[src/sv/srf_pkg.sv]
// Shared types and constants of the special register file block.
// Used by srf_shadow_mem, srf_named_regs and special_register_file_access.
`default_nettype none

package srf_pkg;

  localparam int DATA_W = 32;
  localparam int SPR_W  = 12;
  localparam int OP_W   = 2;
  localparam int TB_W   = 64;

  localparam int SHADOW_DEPTH_DEF = 2048;

  localparam logic [DATA_W-1:0] PVR_RESET = 32'h0008_7200;

  // Operation codes of an input item.
  localparam logic [OP_W-1:0] OP_READ  = 2'd0;
  localparam logic [OP_W-1:0] OP_WRITE = 2'd1;
  localparam logic [OP_W-1:0] OP_TICK  = 2'd2;

  // Register numbers with a fixed meaning.
  localparam logic [SPR_W-1:0] N_XER     = 12'd1;
  localparam logic [SPR_W-1:0] N_LR      = 12'd8;
  localparam logic [SPR_W-1:0] N_CTR     = 12'd9;
  localparam logic [SPR_W-1:0] N_SRR0    = 12'd26;
  localparam logic [SPR_W-1:0] N_SRR1    = 12'd27;
  localparam logic [SPR_W-1:0] N_TBL     = 12'd268;
  localparam logic [SPR_W-1:0] N_TBU     = 12'd269;
  localparam logic [SPR_W-1:0] N_PVR     = 12'd287;
  localparam logic [SPR_W-1:0] N_QR_LO   = 12'd912;
  localparam logic [SPR_W-1:0] N_QR_HI   = 12'd919;
  localparam logic [SPR_W-1:0] N_IMPL2   = 12'd920;
  localparam logic [SPR_W-1:0] N_IMPL0   = 12'd1008;
  localparam logic [SPR_W-1:0] N_IMPL1   = 12'd1009;

  // Configuration register index, taken from the word address bit.
  localparam logic CFG_IDX_PVR = 1'b0;

  typedef struct packed {
    logic              vld;
    logic [OP_W-1:0]   op;
    logic [SPR_W-1:0]  num;
    logic [DATA_W-1:0] data;
  } srf_req_t;

  typedef struct packed {
    logic              slot;  // number names a writable register
    logic              hit;   // number is served by the named registers on a read
    logic [DATA_W-1:0] data;
  } srf_named_rsp_t;

endpackage

`default_nettype wire

[src/sv/srf_named_regs.sv]
// Named special registers: quantization, link, count, exception,
// save/restore, implementation registers and the 64-bit time base. Uses srf_pkg.
`default_nettype none

module srf_named_regs
  import srf_pkg::*;
(
  input  wire logic              clk,
  input  wire logic              rst_n,
  input  wire srf_req_t          req,
  input  wire logic [DATA_W-1:0] pvr,
  output srf_named_rsp_t         rsp
);

  logic [DATA_W-1:0] quant_r [8];
  logic [DATA_W-1:0] impl_r  [3];
  logic [DATA_W-1:0] lr_r, ctr_r, xer_r, srr0_r, srr1_r;
  logic [TB_W-1:0]   tb_r, tb_nxt;

  logic              is_qr;
  logic [2:0]        qidx;
  logic              slot;
  logic [DATA_W-1:0] slot_val;
  logic              wr;

  assign is_qr = (req.num >= N_QR_LO) && (req.num <= N_QR_HI);
  assign qidx  = 3'(req.num - N_QR_LO);

  always_comb begin
    slot     = 1'b1;
    slot_val = '0;
    if (is_qr) begin
      slot_val = quant_r[qidx];
    end else begin
      unique case (req.num)
        N_LR:    slot_val = lr_r;
        N_CTR:   slot_val = ctr_r;
        N_XER:   slot_val = xer_r;
        N_SRR0:  slot_val = srr0_r;
        N_SRR1:  slot_val = srr1_r;
        N_IMPL0: slot_val = impl_r[0];
        N_IMPL1: slot_val = impl_r[1];
        N_IMPL2: slot_val = impl_r[2];
        default: slot = 1'b0;
      endcase
    end
  end

  always_comb begin
    rsp.slot = slot;
    rsp.hit  = 1'b1;
    rsp.data = slot_val;
    if (!slot) begin
      unique case (req.num)
        N_TBL:   rsp.data = tb_r[DATA_W-1:0];
        N_TBU:   rsp.data = tb_r[TB_W-1:DATA_W];
        N_PVR:   rsp.data = pvr;
        default: rsp.hit  = 1'b0;
      endcase
    end
  end

  assign wr     = req.vld && (req.op == OP_WRITE) && slot;
  assign tb_nxt = (req.vld && (req.op == OP_TICK)) ? tb_r + TB_W'(1) : tb_r;

  always_ff @(posedge clk) begin
    if (!rst_n) begin
      for (int i = 0; i < 8; i++) begin
        quant_r[i] <= '0;
      end
      for (int i = 0; i < 3; i++) begin
        impl_r[i] <= '0;
      end
      lr_r   <= '0;
      ctr_r  <= '0;
      xer_r  <= '0;
      srr0_r <= '0;
      srr1_r <= '0;
      tb_r   <= '0;
    end else begin
      tb_r <= tb_nxt;
      if (wr) begin
        if (is_qr) begin
          quant_r[qidx] <= req.data;
        end else begin
          unique case (req.num)
            N_LR:    lr_r      <= req.data;
            N_CTR:   ctr_r     <= req.data;
            N_XER:   xer_r     <= req.data;
            N_SRR0:  srr0_r    <= req.data;
            N_SRR1:  srr1_r    <= req.data;
            N_IMPL0: impl_r[0] <= req.data;
            N_IMPL1: impl_r[1] <= req.data;
            N_IMPL2: impl_r[2] <= req.data;
            default: ;
          endcase
        end
      end
    end
  end

  a_tick_advances: assert property (@(posedge clk) disable iff (!rst_n)
    (req.vld && req.op == OP_TICK) |=> tb_r == $past(tb_r) + TB_W'(1))
    else $error("time base did not advance by one on a tick");

  a_tb_holds: assert property (@(posedge clk) disable iff (!rst_n)
    !(req.vld && req.op == OP_TICK) |=> tb_r == $past(tb_r))
    else $error("time base changed without a tick");

endmodule

`default_nettype wire

[config.mk]
export PLATFORM = sky130hd
export DESIGN_NAME = srf_named_regs
export DESIGN_NICKNAME = d
export VERILOG_FILES = /design/src/sv/srf_pkg.sv /design/src/sv/srf_named_regs.sv
export SDC_FILE = /design/constraint.sdc
export NUM_CORES = 1
export LEC_CHECK = 0
export ABC_AREA = 0
export BUFFER_PORTS_ARGS = -buffer_cell sky130_fd_sc_hd__buf_4
export CORE_UTILIZATION = 40
export DETAILED_ROUTE_END_ITERATION = 6
export PLACE_DENSITY = 0.67
export SLEW_MARGIN = 20
export SYNTH_ARGS = -nofsm -noshare
export SYNTH_HDL_FRONTEND = slang
export SYNTH_SLANG_ARGS = --single-unit
export TNS_END_PERCENT = 5
[constraint.sdc]
create_clock -name clk -period 4.8 [get_ports clk]
set_clock_uncertainty 0.2 [all_clocks]
set_input_delay 0.48 -clock clk [delete_from_list [all_inputs] [get_ports clk]]
set_output_delay 0.48 -clock clk [all_outputs]
set_load 0.02 [all_outputs]
After elaboration in Yosys (flattened, before gate mapping)
Memories as Yosys holds them, arrays and structs flattened.
Index checks and enable logic that the tools add are counted.
{ "word_totals": {"regBits": 224, "mem_bits_rw": 352, "inputBits": 81, "output_inout_bits": 34, "memories": 2} }
{ "memory_table": {"columns": ["name", "depth", "word_bits", "rd", "rd_ports_with_merged_regs", "write_ports", "line", "rtl"], "rows": [
  ["quant_r", 8, 32, 1, 0, 8, "srf_named_regs.sv:15", "logic [DATA_W-1:0] quant_r [8];"],
  ["impl_r", 3, 32, 3, 0, 3, "srf_named_regs.sv:16", "logic [DATA_W-1:0] impl_r [3];"]
]} }
{ "classes": {"addsub": 2, "order_cmp": 2, "eq_ne": 13, "n_mux": 33, "bitwise_logic": 4, "reduce_logical": 12} }
{ "ops": {"columns": ["operator", "n"], "rows": [
  ["case mux 32 bit (8 select lines)", 1],
  ["two-way mux 32 bit", 5],
  ["case mux 32 bit (3 select lines)", 1],
  ["adder 64 x 1 -> 64 bit, second input constant", 1],
  ["== test 12 x 10 -> 1 bit, second input constant", 3],
  ["== test 12 x 9 -> 1 bit, second input constant", 3],
  ["two-way mux 33 bit", 1],
  ["OR reduction 32 bit", 1],
  ["== test 12 x 4 -> 1 bit, second input constant", 2],
  ["== test 12 x 5 -> 1 bit, second input constant", 2],
  ["two-way mux 1 bit", 24],
  ["AND reduction 3 bit", 5],
  ["== test 12 x 1 -> 1 bit, second input constant", 1],
  [">= comparator 12 x 10 -> 1 bit, second input constant", 1],
  ["<= comparator 12 x 10 -> 1 bit, second input constant", 1],
  ["OR reduction 8 bit", 1],
  ["logical AND 1 bit", 4],
  ["two-way mux 3 bit", 1],
  ["bitwise OR 1 bit", 3],
  ["OR reduction 3 bit", 1],
  ["subtractor 3 x 1 -> 3 bit, second input constant", 1],
  ["== test 2 x 1 -> 1 bit, second input constant", 1],
  ["== test 2 bit, second input constant", 1],
  ["inverter 1 bit", 1]
]} }

Logic depth before layout (Yosys ltp)
{ "depth": {"depth_word": 10, "ltp_mapped": 9, "ltp_nobuf": 7} }

Least setup slack after synthesis
No wires, ideal clock.
{ "synth_path": {"path_kind": "input -> register", "from": "in req[45] in the netlist's numbering", "to": "mem quant_r[5][0], enable pin", "setup_time_ps": 466, "arrival_ps": 3895, "setup_slack_ps": 240, "path_stages": 6, "path_buffers": 2, "path_cell_list": "and3b_1 -> clkbuf_1 -> nand2_1 -> or4_1 -> clkbuf_1 -> o21ai_0"} }
{ "synth_rtl": {"columns": ["item", "line", "rtl"], "rows": [
  ["start: declaration", "srf_named_regs.sv:10", "input wire srf_req_t req,"],
  ["end: declaration", "srf_named_regs.sv:15", null]
]} }

==> results.yml <==
run_status:
  status: "finished, violations left"
  violations: "DRC"
timing:
  fin_tns_setup_ps: 0
  timing.hold.ws_ps: 17.68
  finalCritPeriodShare: 0.9035
  fin_crit_ps: 4337
  hold_viol_final: 0
  setup_viol: 0
  tightest_slew_ps: 1060
  maxSlewHeadroom: 0.2933
  rsz0062_at_grt: "false"
  drv_slew: 0
  fmax_mhz: 230.6
synthesis:
  syn_area_per_cell_um2: 11.31
  synthAdderAreaFrac: 0.0004662
  async_flop_share: 0
  yosysTopAreaCell: "edfxtp_1"
  yosysWarnings: 0
  synthXorXnorAreaFrac: 0.02023
  synth_edf_count: 352
  netlist_top_cells_area: "edfxtp_1 (39%), dfxtp_1 (17%), and2_1 (7.9%), nand2_1 (5.9%), mux4_2 (5.2%)"
  synthSimpleGateAreaFrac: 0.2012
  synth_ff_type: "edfxtp_1"
  muxShareOfSynthArea: 0.07385
  synth-compound-area-share: 0.1102
  netlist.area_leader.share: 0.3939
  synth_cell_types: 78
  synth_top_family_by_area: "simple AND/OR/NAND/NOR gates"
  yosysSeqAreaShare: 0.5610
  synth_area_mm2: 0.02684
  syn-num-nets: 2454
  ys_ff_latch: 576
  syn_inst: 2372
global_route:
  grt_pass1_vias: 19650
  grt_max_degree: 127
  busiest_layer: "met2"
  gr-usage-met1: 0.3491
  met2_usage: 0.4106
  grt_use_met3: 0.05236
  gr-total-overflow: 0
  grt_pass1_wl_mm: 129.8
  antenna_found_initial: 5
  grt_use_total: 0.2577
hold_path:
  hold_end: "lr_r[22]$_SDFFE_PN0P_"
  hold_class: "primary input to flip-flop"
  min-delay-start: "req[22]"
  hold_depth: 3
clock_network:
  clk_path_buf_depth: 3
  cts_made_buffers: 58
  htree_levels: 2
  post_cts_buffers: 0
  root_buffer: "clkbuf_16"
  clk_pin_slew_ps: 70
  tritoncts: "yes"
  cts.sinks: 576
  insertion_delay_ps: 620
critical_path:
  cpMostUsedCell: "buf_4"
  critical_path.max_fanout: 11
  cpPeakStageDelay_ps: 870
  r2r_end: "tb_r[36]$_SDFFE_PN0P_"
  r2r-start: "tb_r[5]$_SDFFE_PN0P_"
  reg2reg_depth: 6
  crit_slowest_cell: "or4_1"
  regToRegSetupSlack_ps: 1700
  start_kind: "primary input"
  cp.required_ps: 4120
  worstPathCellList: "buf_4 -> or4_1 -> buf_4 -> nor3_4 -> buf_4 -> a22o_1 -> a221oi_1 -> and3_1 -> o21ai_0 -> buf_4"
  cp-end-kind: "output port"
  arrival_ps: 3660
  critPathKind: "primary input to output port"
power_and_ir_drop:
  clkPwrFrac: 0.438
  p_sw_w: 0.002374
  p_seq_frac: 0.508
  p_int_w: 0.008317
  swShare: 0.2221
  p_per_area_mw_per_mm2: 344.3
  p_leak_nw: 10.69
  irDropWorstVdd_mv: 0.2743
  p_comb_frac: 0.054
floorplan:
  initial_utilization: 0.4060
  die_h_um: 261.0
  ioPinCount: 115
  coreArea_mm2: 0.06610
  dieArea_mm2: 0.06813
  fp.dieW_um: 261.0
  rows: 94
route:
  vias: 20210
  drt-total-wl_mm: 88.59
  post-route-drc-count: 21
  drtPass1Iterations: 7
  wl_per_cell_um: 26.26
  vias_per_cell: 5.991
  drt_iter0_drc: 2839
  drtAntennaViolNets: 0
finish:
  syn2layout_area_growth_pct: 15.73
  drive_gt1_frac: 0.1803
  nNetsFinal: 2540
place:
  globalplace.congestion: 0.9365
  io_buffers: 114
  dp_hpwl_mm: 57.68
run:
  cap_violations: 0
kinds of logic after synthesis:
family | Yosys count
xor gates and xnor gates | 62
DFF | 576
AOI/OAI and AO/OA | 381
muxes | 118
and+or+nand+nor | 1023
buffers and inverters | 211
adders and majority gates | 1
how the worst max path moves through the flow:
stage          startpoint                          end  slack (ps)  cells after the start
3_5_place_dp      req[40]                      rsp[17]         520                     10
2_1_floorplan     req[45]  quant_r[5][0]$_SDFFCE_PN0P_         240                      6
6_report          req[40]                      rsp[17]         460                     10
4_1_cts           req[40]                      rsp[17]         490                     10
3_3_place_gp      req[40]                      rsp[17]         530                     10
5_1_grt           req[40]                      rsp[17]         410                     10
synth_stat cells (all sizes together) (8+ instances only):
master / number
nand2: 424
edfxtp: 352
and2: 341
dfxtp: 224
a21boi: 162
clkbuf: 146
mux4: 62
buf: 52
o21ai: 46
nor2: 44
xor2: 40
a22oi: 38
mux2i: 36
and3: 34
nand3: 33
a222oi: 31
nor3: 31
nor4: 28
a221oi: 23
xnor2: 22
nor2b: 21
a21oi: 20
mux2: 20
nand4: 19
a22o: 12
inv: 12
a31oi: 8
nand2b: 8
area by class of cell:
class	instances	area, um^2
Fill cell	5852	35040
Tap cell	864	1081
Inverter	13	48.80
Multi-Input combinational cell	1585	11050
Sequential cell	576	15050
Antenna cell	2	5.005
Clock buffer	80	1595
Clock inverter	29	345.3
Timing Repair Buffer	224	1874
metrics by stage:
stage                     power [W]  utilization  cell area, um^2  cells  setup slack (ps)
after floorplan            0.005828            -            26840   2372             239.5
after global placement     0.006072       0.4368            28870   3238             530.0
after detailed placement   0.006089       0.4368            28870   3238             516.7
after CTS                   0.01073       0.4698            31050   3371             493.9
after global routing        0.01094       0.4699            31060   3373             408.5
final                       0.01069       0.4699            31060   3373             463.4
what timing repair did:
action	4_1_cts	5_1_grt
endpoints found under the setup margin	0	0
gates resized for setup	0	0
hold buffers	24	0
hold endpoints to repair	56	0
flip-flops by register name, summed over array words and instances, names as in the netlist:
signal   count
quant_r    256
impl_r      96
tb_r        64
ctr_r       32
lr_r        32
srr0_r      32
srr1_r      32
xer_r       32
per-layer routing:
layer,vias up,share of wire
met5,-,0
li1,8663,-
met4,0,0.036
met3,215,0.10
met2,1160,0.46
met1,10170,0.40
placed cells by master (no fill, tap or decap), types with 21 or more instances in the layout:
cell,count
nand2_1,424
edfxtp_1,352
and2_1,341
dfxtp_1,224
buf_4,188
a21boi_0,96
mux4_2,62
clkbuf_16,59
xor2_1,40
a22oi_1,38
o21ai_0,38
nor2_1,36
mux2i_1,36
a21boi_1,36
and3_1,34
nand3_1,33
a222oi_1,31
a21boi_2,30
dlygate4sd3_1,24
a221oi_1,23
xnor2_1,22
nor2b_1,21
worst max-delay path, delay by kind of cell:
family	cells	cell delay, ps
and+or+nand+nor	3	1800
buffers and inverters	4	930
AOI/OAI and AO/OA	3	430
power by group through the flow:
| stage | combinational [W] | clock [W] | sequential [W] |
|---|---|---|---|
| final | 0.000580 | 0.00468 | 0.00543 |
| after global routing | 0.000604 | 0.00490 | 0.00544 |
| after CTS | 0.000575 | 0.00473 | 0.00543 |
| after detailed placement | 0.000555 | 0 | 0.00553 |
| after global placement | 0.000550 | 0 | 0.00552 |
| after floorplan | 0.000308 | 0 | 0.00552 |
No activity file was read; power rests on OpenSTA's default activity.
